`src/rtl/plst_pkg.sv`:
```
// Shared types and codes for the positional list store.
// No dependencies; every other file in rtl/ uses this package.
`timescale 1ns / 1ps
`default_nettype none

package plst_pkg;

    typedef enum logic [2:0] {
        OP_CLEAR     = 3'd0,
        OP_APPEND    = 3'd1,
        OP_READ      = 3'd2,
        OP_INSERT    = 3'd3,
        OP_OVERWRITE = 3'd4,
        OP_DELETE    = 3'd5
    } op_t;

    typedef enum logic [1:0] {
        ST_OK    = 2'd0,
        ST_FULL  = 2'd1,
        ST_RANGE = 2'd2,
        ST_EMPTY = 2'd3
    } status_t;

    // Per-cycle command broadcast from the controller to every cell.
    typedef struct packed {
        logic write;      // the cell at the target takes the new word
        logic shift_up;   // cells above the target take their lower neighbor
        logic shift_down; // cells from the target up take their upper neighbor
    } cmd_t;

endpackage

`default_nettype wire

```
`src/rtl/plst_cell.sv`:
```
// One storage cell of the list: holds a single entry.
// Depends on plst_pkg for the command struct.
`timescale 1ns / 1ps
`default_nettype none

module plst_cell #(
    parameter int WORD_BITS = 32,
    parameter int CMP_W     = 8,
    parameter int INDEX     = 0
) (
    input  wire logic                 clk,
    input  wire plst_pkg::cmd_t       cmd,
    input  wire logic [CMP_W-1:0]     target,
    input  wire logic [CMP_W-1:0]     count,
    input  wire logic [WORD_BITS-1:0] value_w,
    input  wire logic [WORD_BITS-1:0] left_word,
    input  wire logic [WORD_BITS-1:0] right_word,
    output logic      [WORD_BITS-1:0] word,
    output logic      [WORD_BITS-1:0] tap
);

    localparam logic [CMP_W-1:0] IDX  = CMP_W'(INDEX);
    localparam logic [CMP_W-1:0] IDX1 = CMP_W'(INDEX + 1);

    logic [WORD_BITS-1:0] word_reg;
    logic [WORD_BITS-1:0] word_next;

    always_comb
    begin
        priority if (cmd.write && (IDX == target))
        begin
            word_next = value_w;
        end
        else if (cmd.shift_up && (IDX > target) && (IDX <= count))
        begin
            word_next = left_word;
        end
        else if (cmd.shift_down && (IDX >= target) && (IDX1 < count))
        begin
            word_next = right_word;
        end
        else
        begin
            word_next = word_reg;
        end
    end

    always_ff @(posedge clk)
    begin
        word_reg <= word_next;
    end

    assign word = word_reg;
    // Only the addressed cell puts its entry on the shared read bus.
    assign tap  = (IDX == target) ? word_reg : '0;

endmodule

`default_nettype wire

```
`config.mk`:
```
export PLATFORM = sky130hd
export DESIGN_NAME = plst_cell
export DESIGN_NICKNAME = d
export VERILOG_FILES = /design/src/rtl/plst_pkg.sv /design/src/rtl/plst_cell.sv
export SDC_FILE = /design/constraint.sdc
export NUM_CORES = 1
export LEC_CHECK = 0
export ABC_CLOCK_PERIOD_IN_PS = 6010
export BUFFER_PORTS_ARGS = -buffer_cell sky130_fd_sc_hd__buf_2
export CORE_MARGIN = 3
export CORE_UTILIZATION = 38
export CTS_BUF_LIST = sky130_fd_sc_hd__clkbuf_4 sky130_fd_sc_hd__clkbuf_8 sky130_fd_sc_hd__clkbuf_16
export CTS_CLUSTER_DIAMETER = 100
export DETAILED_ROUTE_END_ITERATION = 16
export GPL_TIMING_DRIVEN = 0
export PLACE_DENSITY = 0.87
export SLEW_MARGIN = 20
export SYNTH_ARGS = -nofsm -noshare
export SYNTH_HDL_FRONTEND = slang
export SYNTH_SLANG_ARGS = --single-unit
```
`constraint.sdc`:
```
create_clock -name clk -period 6.01 [get_ports clk]
set_input_delay 1.202 -clock clk [delete_from_list [all_inputs] [get_ports clk]]
set_output_delay 1.202 -clock clk [all_outputs]
set_load 0.01 [all_outputs]
```
# Word-level counts from Yosys, hierarchy flattened
# Cells that the tools add are included.
# op_classes
reduce_logical	7
muxes	4
magnitude_cmp	4
# ops
op	count
$mux 32	4
$ge 1x8->1 const A	1
$gt 1x8->1 const A	1
$le 1x8->1 const A	1
$logic_not 8->1	1
$lt 1x8->1 const A	1
$logic_and 1x1->1	5
$reduce_bool 3->1	1
# totals
reg_bits	32
elab_cells	16

# Longest topological paths before layout
# depth
ltp_word	6
mapped_depth	4
ltp_nobuf	3

# Worst setup path before layout
# OpenSTA, ideal clock, no wires.
# synth_timing
kind	input -> register
startpoint	in target[3]
endpoint	reg word_reg[0], in the netlist word[0] (enable)
arrival_ns	3.655
n_path_buf	1
required_time_ns	5.578
cell_stages	4
slack_ns	1.923
cell_sequence	nor4_2 -> clkbuf_1 -> nand2_1 -> a21oi_1
# synth_between
elab_chain_len	4
elab_cells_between_ends	9
# synth_lines
item	line_no	rtl
start, declared	plst_cell.sv:13	input wire logic [CMP_W-1:0] target,
$gt 1x8->1 / $ge 1x8->1 (equally long branches)	plst_cell.sv:34, plst_cell.sv:38	
$logic_and 1x1->1 (on tied branches) (2 in a row)	plst_cell.sv:34, plst_cell.sv:38	
$reduce_bool 3->1 (no line) (*)	--	
end signal, assigned	plst_cell.sv:50	word_reg <= word_next;
end, declared	plst_cell.sv:25	logic [WORD_BITS-1:0] word_reg;
# Mark *: on every way between the ends. The rest lies on a longest branch, timed or not.
# A chain may end at the register's enable or synchronous reset.

# Worst setup path after layout
# layout_timing
startpoint	in target[3]
endpoint	out tap[15]
# layout_between
elab_chain_len	2
# layout_lines
item	line_no	rtl
$logic_not 8->1	plst_cell.sv:55	assign tap = (IDX == target) ? word_reg : '0;
$mux 32	plst_cell.sv:55	
end, declared	plst_cell.sv:19	output logic [WORD_BITS-1:0] tap
# Every way passes these cells.

==> flow_summary.json <==
{
  "synth_top_family_by_area": "multiplexers",
  "area_growth_pct": 51.3,
  "synth_nets": 229,
  "initial_core_util_pct": 40.0,
  "relSlewSlack_pct": 41.8,
  "hpwlAfterDp_mm": 4.04,
  "drc": 0,
  "hold_viol_final": 0,
  "grt_pass1_wl_mm": 6.91,
  "synthAdderAreaFrac_pct": 0,
  "synth_area_mm2": 0.00177,
  "status": "completed",
  "cp_common_cell": "buf_2",
  "portBuffers": 145,
  "clock.fmax_ghz": 0.252,
  "ys_seq_area_share_pct": 54.4,
  "vias_per_cell": 4.92,
  "yosysUniqueCellTypes": 14,
  "wl_per_cell_um": 15.3,
  "required_ns": 4.81,
  "antenna_cells": 0,
  "synth.mux.area_fraction_pct": 26.8,
  "synth_xor_area_share_pct": 0,
  "num_rows": 24,
  "globalRouteOverflowTotal": 0,
  "worstHoldStart": "value_w[28]",
  "cp-startpoint": "target[3]",
  "fin_nets": 382,
  "setup-violations-final": 0,
  "place_area_mm2": 0.00259,
  "ys_seq_elements": 32,
  "synth_area_per_cell_um2": 15.6,
  "cts_setup_buffers": 0,
  "peakVddDrop_mv": 0.124,
  "cellLeakagePower_nw": 1.49,
  "tightestPinTransition_ns": 0.865,
  "largest_reg_flops": 32,
  "critPathLaunchType": "input port",
  "postLayoutCellArea_mm2": 0.00267,
  "tns_ns": 0,
  "path_class": "input port to output port",
  "pin_count": 180,
  "clock-root-buffer": "clkbuf_8",
  "ys.flop_type": "edfxtp_1",
  "coreArea_mm2": 0.00441,
  "cts_sinks": 32,
  "cts-buffers-inserted": 5,
  "grt_max_degree": 18,
  "yosys_warnings": 0,
  "antenna_found_initial": 0,
  "synth-compound-area-share_pct": 0.780,
  "cts_resized": 0,
  "maxCapViolCount": 0,
  "drtIter0Drc": 67,
  "die_height_um": 74.2,
  "yosys.area_share.simple_pct": 14.6,
  "min_period_ns": 3.97,
  "routabilityCongestion": 0.855,
  "path_cells": "buf_2, nor4_2, clkbuf_1, and3_1, buf_2",
  "cp_data_arrival_time_ns": 2.76,
  "crit_slowest_cell": "nor4_2",
  "hold_end": "word[28]",
  "grt_pass1_vias": 1515,
  "ant_nets": 0,
  "drive_gt1_share_pct": 72.6,
  "min_path_cells": 2,
  "die-area_mm2": 0.00550,
  "rsz0062_at_grt": "no",
  "slew_violations": 0,
  "clockBufferDepth": 2,
  "timing.final.crit_share_pct": 66.0,
  "die_x_um": 74.2,
  "netlist_instances": 113,
  "finalPower_w": 0.000444,
  "critical_path.max_stage_delay_ns": 0.76,
  "wl_mm": 4.87,
  "async_reset_ff_share_pct": 0,
  "cp_max_fo": 10,
  "holdBufCountCts": 0,
  "dr.pass1.iters": 4,
  "fillers": 367,
  "grt_usage_pct": 17.0,
  "synth-edff-count": 32,
  "layout_common_cells": "145 x buf_2, 32 x edfxtp_1, 30 x mux2_4, 29 x and3_1, 6 x clkbuf_1",
  "power.density_mw_per_mm2": 166,
  "end_kind": "output port",
  "clk_transition_reported_paths_ns": 0.06,
  "cts_tree": "done",
  "hp-class": "input port to flop",
  "cts_max_level": 2,
  "num_vias": 1566,
  "final_common_cell": "buf_2"
}
==> cell type report <==
type	count	area, µm²	area share, %
buffer	9	56.3	2.11
clock buffer	5	68.8	2.58
clock inverter	2	7.51	0.281
inverter	1	3.75	0.141
multi-input combinational	71	756	28.3
sequential	32	961	36.0
tap	52	65.1	2.44
timing repair buffer	146	753	28.2
==> how the worst max path moves through the flow <==
stage,endpoint
2_1_floorplan,word[0]
3_3_place_gp,word[3]
3_5_place_dp,tap[15]
4_1_cts,tap[15]
5_1_grt,tap[8]
6_report,tap[15]
==> power breakdown <==
part,internal (W),switching [W]
Clock,0.0000762,0.0000700
Sequential,0.000246,0.000000289
Combinational,0.0000345,0.0000169
Total,0.000357,0.0000872
==> worst max-delay path: cells and delay by family <==
family                 cells  cell delay (ns)
AND/OR/NAND/NOR            2             0.97
buffers and inverters      3             0.58
==> logic make-up after synthesis <==
group,Yosys count
AND/OR/NAND/NOR,37
multiplexers,32
AO/OA/AOI/OAI,2
buffers and inverters,10
flip-flops,32
==> layer usage <==
layer / routed length [µm] / track usage, % / part of all wire, % / up-vias
met1: 1730 / 16.9 / 36 / 716
met2: 2550 / 33.0 / 52 / 91
met3: 454 / 3.24 / 9.3 / 13
met5: 0 / 0 / 0 / -
li1: - / - / - / 746
met4: 134 / 8.65 / 2.7 / 0
==> stage by stage <==
step	cells	hold slack, ns	util [%]	setup slack (ns)
floorplan	113	1.42	-	1.92
global placement	310	1.50	57.9	0.940
detailed placement	311	1.51	58.8	2.02
CTS	318	1.22	60.5	2.02
global route	318	1.21	60.5	1.91
finish	318	1.23	60.5	2.04
==> cell usage after synthesis (2+ instances only) <==
master    count  share of area, %
mux2_2        2               1.3
edfxtp_1     32                54
nor4_2        2               1.4
and3_1       29                10
mux2_4       30                26
clkbuf_1      6               1.3
and3_2        3               1.3
buf_6         3               1.9
(Power assumes the default switching activity.)
