## config.mk

```make
export PLATFORM = sky130hd
export DESIGN_NAME = plst_ctrl
export DESIGN_NICKNAME = d
export VERILOG_FILES = /design/src/rtl/plst_pkg.sv /design/src/rtl/plst_ctrl.sv
export SDC_FILE = /design/constraint.sdc
export NUM_CORES = 1
export LEC_CHECK = 0
export ABC_AREA = 0
export BUFFER_PORTS_ARGS = -buffer_cell sky130_fd_sc_hd__buf_2
export CORE_MARGIN = 5
export CORE_UTILIZATION = 49
export CTS_CLUSTER_SIZE = 16
export DETAILED_ROUTE_END_ITERATION = 6
export PLACE_DENSITY_LB_ADDON = 0.05
export SYNTH_ARGS = -nofsm -noshare
export SYNTH_HDL_FRONTEND = slang
export SYNTH_SLANG_ARGS = --single-unit
```

## constraint.sdc

```tcl
create_clock -name clk -period 3.1 [get_ports clk]
set_input_delay 0.155 -clock clk [delete_from_list [all_inputs] [get_ports clk]]
set_output_delay 0.155 -clock clk [all_outputs]
set_load 0.005 [all_outputs]
```

## src/rtl/plst_pkg.sv

```systemverilog
// Shared types and codes for the positional list store.
// No dependencies; every other file in rtl/ uses this package.
`timescale 1ns / 1ps
`default_nettype none

package plst_pkg;

    typedef enum logic [2:0] {
        OP_CLEAR     = 3'd0,
        OP_APPEND    = 3'd1,
        OP_READ      = 3'd2,
        OP_INSERT    = 3'd3,
        OP_OVERWRITE = 3'd4,
        OP_DELETE    = 3'd5
    } op_t;

    typedef enum logic [1:0] {
        ST_OK    = 2'd0,
        ST_FULL  = 2'd1,
        ST_RANGE = 2'd2,
        ST_EMPTY = 2'd3
    } status_t;

    // Per-cycle command broadcast from the controller to every cell.
    typedef struct packed {
        logic write;      // the cell at the target takes the new word
        logic shift_up;   // cells above the target take their lower neighbor
        logic shift_down; // cells from the target up take their upper neighbor
    } cmd_t;

endpackage

`default_nettype wire

```

## src/rtl/plst_ctrl.sv

```systemverilog
// Controller: fill count register, request checks and cell commands.
// Depends on plst_pkg for opcodes, status codes and the command struct.
`timescale 1ns / 1ps
`default_nettype none

module plst_ctrl #(
    parameter int CAPACITY = 128,
    parameter int CMP_W    = 8
) (
    input  wire logic                clk,
    input  wire logic                rst_n,
    input  wire logic                accept,
    input  wire logic [2:0]          opcode,
    input  wire logic [6:0]          position,
    output plst_pkg::cmd_t           cmd,
    output logic      [CMP_W-1:0]    target,
    output logic      [CMP_W-1:0]    count,
    output logic      [CMP_W-1:0]    count_next,
    output plst_pkg::status_t        status,
    output logic                     rd_en
);

    localparam logic [CMP_W-1:0] CAP = CMP_W'(CAPACITY);

    logic [CMP_W-1:0] count_reg;
    logic [CMP_W-1:0] pos;
    logic             full;
    logic             empty;

    assign pos   = CMP_W'(position);
    assign full  = (count_reg == CAP);
    assign empty = (count_reg == '0);
    assign count = count_reg;

    always_comb
    begin
        cmd        = '0;
        target     = pos;
        count_next = count_reg;
        status     = plst_pkg::ST_OK;
        rd_en      = 1'b0;
        unique case (plst_pkg::op_t'(opcode))
            plst_pkg::OP_CLEAR:
            begin
                count_next = '0;
            end
            plst_pkg::OP_APPEND:
            begin
                target = count_reg;
                if (full)
                begin
                    status = plst_pkg::ST_FULL;
                end
                else
                begin
                    cmd.write  = 1'b1;
                    count_next = count_reg + 1'b1;
                end
            end
            plst_pkg::OP_INSERT:
            begin
                priority if (full)
                begin
                    status = plst_pkg::ST_FULL;
                end
                else if (pos > count_reg)
                begin
                    status = plst_pkg::ST_RANGE;
                end
                else
                begin
                    cmd.write    = 1'b1;
                    cmd.shift_up = 1'b1;
                    count_next   = count_reg + 1'b1;
                end
            end
            plst_pkg::OP_READ, plst_pkg::OP_OVERWRITE, plst_pkg::OP_DELETE:
            begin
                priority if (empty)
                begin
                    status = plst_pkg::ST_EMPTY;
                end
                else if (pos >= count_reg)
                begin
                    status = plst_pkg::ST_RANGE;
                end
                else if (plst_pkg::op_t'(opcode) == plst_pkg::OP_OVERWRITE)
                begin
                    cmd.write = 1'b1;
                end
                else if (plst_pkg::op_t'(opcode) == plst_pkg::OP_DELETE)
                begin
                    rd_en          = 1'b1;
                    cmd.shift_down = 1'b1;
                    count_next     = count_reg - 1'b1;
                end
                else
                begin
                    rd_en = 1'b1;
                end
            end
            default:
            begin
                // Unused opcodes leave the list alone and report success.
            end
        endcase
        if (!accept)
        begin
            cmd        = '0;
            count_next = count_reg;
        end
    end

    always_ff @(posedge clk or negedge rst_n)
    begin
        if (!rst_n)
        begin
            count_reg <= '0;
        end
        else
        begin
            count_reg <= count_next;
        end
    end

endmodule

`default_nettype wire

```

Yosys cells after proc, flatten, opt, wreduce, memory -nomap -nowiden
Cells that the tools add are included.
- add/subtract/negate cells: 2
- multiply operators: 0
- div/mod/pow operators: 0
- $lt $le $gt $ge: 2
- equal/unequal tests: 6
- shift-type cells: 0
- multiplexer cells: 34
- bitwise gates (word level): 0
- reductions and logical operators: 3
- operators with widths (kind ; number):
    two-way mux 8 bit ; 9
    one-hot mux 8 bit (4 select lines) ; 1
    two-way mux 1 bit ; 15
    two-way mux 2 bit ; 6
    adder 8 x 1 -> 8 bit (second input constant) ; 1
    equality test 8 bit (second input constant) ; 1
    greater-or-equal comparator 7 x 8 -> 1 bit ; 1
    > comparator 7 x 8 -> 1 bit ; 1
    logical NOT 8 bit ; 1
    subtractor 8 x 1 -> 8 bit (second input constant) ; 1
    equality test 3 x 2 -> 1 bit (second input constant) ; 2
    equality test 3 bit (second input constant) ; 2
    one-hot mux 2 bit (3 select lines) ; 1
    equality test 3 x 1 -> 1 bit (second input constant) ; 1
    logical NOT 3 bit ; 1
    two-way mux 3 bit ; 1
    one-hot mux 1 bit (3 select lines) ; 1
    OR reduction 3 bit ; 1
- bits in registers: 8
- latch bits: 0
- RAM bits: 0
- ROM bits: 0
- input bits: 13
- output and inout port bits: 30
- logic and storage cells: 48
- memories: 0

Depth between registers and ports, before layout
- depth in word-level cells: 7
- mapped depth: 10
- gate-level depth less buffers: 8

Least setup slack after synthesis
OpenSTA, ideal clock, no wires.
- path kind: reg-to-output
- from: register count_reg[2], in the netlist count[2]
- to: output port count_next[4]
- arrival: 2749 ps
- required time: 2945 ps
- setup slack: 196 ps
- cell stages (with the launch flop): 11
- cells stage by stage: dfrtp_1 > clkbuf_1 > inv_1 > ha_1 > and3_2 > o211a_1 > or3_1 > buf_6 > or4_4 > xnor2_2 > a211o_1
- cells in the longest elaborated chain, start to end: 7
- elaborated cells between the ends (all ways): 15
- classes of those cells: add/sub: 2; order compare: 2; eq/ne: 1; mux: 9; reduce/logical: 1
- RTL lines (item ; RTL line ; text):
    start, declared ; plst_ctrl.sv:25 ; logic [CMP_W-1:0] count_reg;
    start signal, assigned ; plst_ctrl.sv:122 ; count_reg <= count_next;
    subtractor 8 x 1 -> 8 bit ; plst_ctrl.sv:95 ; count_next = count_reg - 1'b1;
    two-way mux 8 bit ; plst_ctrl.sv:91 ; else if (plst_pkg::op_t'(opcode) == plst_pkg::OP_DELETE)
    two-way mux 8 bit ; plst_ctrl.sv:87 ; else if (plst_pkg::op_t'(opcode) == plst_pkg::OP_OVERWRITE)
    two-way mux 8 bit ; plst_ctrl.sv:83 ; else if (pos >= count_reg)
    two-way mux 8 bit ; plst_ctrl.sv:79 ; priority if (empty)
    one-hot mux 8 bit (4 select lines) (*) ; plst_ctrl.sv:42 ; unique case (plst_pkg::op_t'(opcode))
    two-way mux 8 bit (*) ; plst_ctrl.sv:107 ; if (!accept)
    end, declared ; plst_ctrl.sv:18 ; output logic [CMP_W-1:0] count_next,
Mark *: on every way between the ends. The rest lies on a longest branch, timed or not.

Worst setup path after layout
- from: register count_reg[1], in the netlist count[1]
- to: output port count_next[4]
The elaborated chain is that of the path after synthesis.

==> metrics.txt <==
root buffer cell=clkbuf_4; Seq/Total Area, Yosys=0.174; CP cell instances=inv_2, ha_1, nor2b_4, o311a_4, or3_4, or4_4, xnor2_2, a211o_1, buf_2; Setup-failing EPs final=0; 1st-iter DRT viols=46; Fmax=0.330 GHz; leakage power=0.779 nW; share of the synthesized area in the top cell type=0.174; Final ANT Viol Nets=0; top_reg_cell synth=dfrtp_1; Mean Syn Cell Area=7.88 um^2; I/O pin total=43; routed vias/inst=5.99; largest stage delay on the critical path=0.50 ns; Synth Instances=146; Clock Skew=0.0138 ns; fill count=213; Post-Synthesis Cell Area=1150 um^2; arrival time at the worst endpoint=2.88 ns; TritonCTS clock tree=done; WL/cell=16.0 um; initial antenna violation count=0; vias in the first global route=1284; EDFF count, synth=0; worst path required time=2.94 ns; number of flip-flops under the largest register name=8; synth unique cells=48; Port Buffer Count=42; Inst Count DP=216; global-route wire length before repair=5870 um; fin nets=219; clk_lat worst skew=0.27 ns; Die Span Y=58.5 um; HP Class=in2async; Post-Syn Nets=169; DRC=0; minimum clock period=3.03 ns; hpwl dp=2880 um; area grow syn2layout=29.5%; period utilisation layout=0.979; Slowest cell on crit path=or4_4; outcome=finished, final reports clean; Die ar.=3420 um^2; most frequent cells in the layout=42 x buf_2, 10 x nand2_1, 10 x ha_1, 10 x buf_4; Worst Setup Path Type=reg2out; pins over their slew limit=0; RD Place Congestion=0.925; ys async rst share=1.00; vias=1329; max_cap viols=0; Die W=58.5 um; Rows=17; CP max FO=4; largest net degree at the start of global routing=13; largest area contributor in the netlist=dfrtp_1; largest cells by area after synthesis=dfrtp_1 17%, ha_1 11%, mux2_2 5.9%; setup slack after layout=0.0659 ns; # H-tree levels=1; final WL=3560 um; share of layout cells above drive strength 1=0.376; Startpoint Class=register; DRT Pass-1 Iters=4; number of diodes=0; VDD IR max=0.000274 V; Worst setup EP type=output pin; Synth Register Bits=8; gr usage total=0.219; R2R Setup Slk=0.49 ns; Final Hold Vio Count=0; Reg clk slew, reported paths=0.07 ns; WHS=0.256 ns; Setup WS pre-CTS=0.228 ns; commonest non-fill, non-tap cell in the layout=buf_2; GRT overflow=0; Rel. slew slack=0.476; Ys Warns=0; Sink Count=8; Num CTS Buffers=3; Layout Cells excl Fill=222; pwr dens=461 nW/um^2; starting density of the core=0.515; CORE AREA=2230 um^2; CTS Buffer Depth=2; Slew @ Worst Pin=0.782 ns
[path summary, 6_finish.rpt]
kind | end | cells past startpoint | from
worst min-delay path | count[7]$_DFF_PN0_ | 2 | rst_n
worst max register to register | count[4]$_DFF_PN0_ | 8 | count[1]$_DFF_PN0_
max in group asynchronous | count[2]$_DFF_PN0_ | 2 | rst_n
worst min register to register | count[3]$_DFF_PN0_ | 2 | count[3]$_DFF_PN0_
worst max-delay path | count_next[4] | 9 | count[1]$_DFF_PN0_
min in group clk | count[1]$_DFF_PN0_ | 3 | accept
[cell families after synthesis]
group	count (synthesis)	share of synthesized area
xor gates and xnor gates	4	0.0370
adders and majority gates	10	0.109
muxes	8	0.0761
and+or+nand+nor	66	0.324
AOI/OAI and AO/OA	32	0.214
buffers and inverters	18	0.0663
DFF	8	0.174
[metal layers]
| layer | global-route usage | part of all wire | wire [um] |
|---|---|---|---|
| met2 | 0.375 | 0.49 | 1740 |
| met3 | 0.0417 | 0.089 | 318 |
| met1 | 0.279 | 0.40 | 1430 |
| met4 | 0.0596 | 0.016 | 58 |
| met5 | 0 | 0 | 0 |
[layout make-up]
type / instances / area [um^2] / share of cell area
Multi-Input combinational cell: 120 / 900 / 0.604
Timing Repair Buffer: 53 / 295 / 0.198
Sequential cell: 8 / 200 / 0.134
Inverter: 10 / 37.5 / 0.0252
Tap cell: 28 / 35.0 / 0.0235
Clock buffer: 3 / 22.5 / 0.0151
[critical path: cells and delay by family, from the launching register on]
kind                       cells  cell delay, ns
xor gates and xnor gates       1            0.14
DFF                            1            0.36
adders and majority gates      1            0.28
buffers and inverters          2            0.18
and+or+nand+nor                3            1.00
AOI/OAI and AO/OA              2            0.63
[power breakdown]
part / switching (W) / internal, W
sequential: 0.0000162 / 0.000123
combinational: 0.000256 / 0.000203
clock: 0.0000444 / 0.0000447
[repair_timing]
action | 4_1_cts | 5_1_grt
resized for setup | 1 | 6
hold buffers | 1 | 0
setup buffers | 1 | 1
setup endpoints to repair | 1 | 6
endpoints found under the hold margin | 8 | 0
[stage by stage]
stage / power, W / TNS, ns / util / area [um^2]
detailed placement: 0.000565 / 0 / 0.635 / 1420
global route: 0.000745 / -0.000475 / 0.667 / 1490
finish: 0.000687 / 0 / 0.667 / 1490
CTS: 0.000662 / 0 / 0.653 / 1460
floorplan: 0.000422 / 0 / - / 1150
global placement: 0.000559 / 0 / 0.635 / 1420
[cells in the mapped netlist, drive strengths merged (2+ instances only)]
cell,instances
nand2b,4
nand4,4
nor2,7
mux2i,2
ha,10
xnor2,4
nor2b,3
and2,4
a21oi,5
nor3,8
and3,6
nand2,10
o21ai,6
mux2,6
dfrtp,8
o211ai,3
clkbuf,7
inv,10
o211a,2
nand3,8
or3,5
nor3b,2
o221ai,2
o31a,2
(Power assumes the default switching activity.)
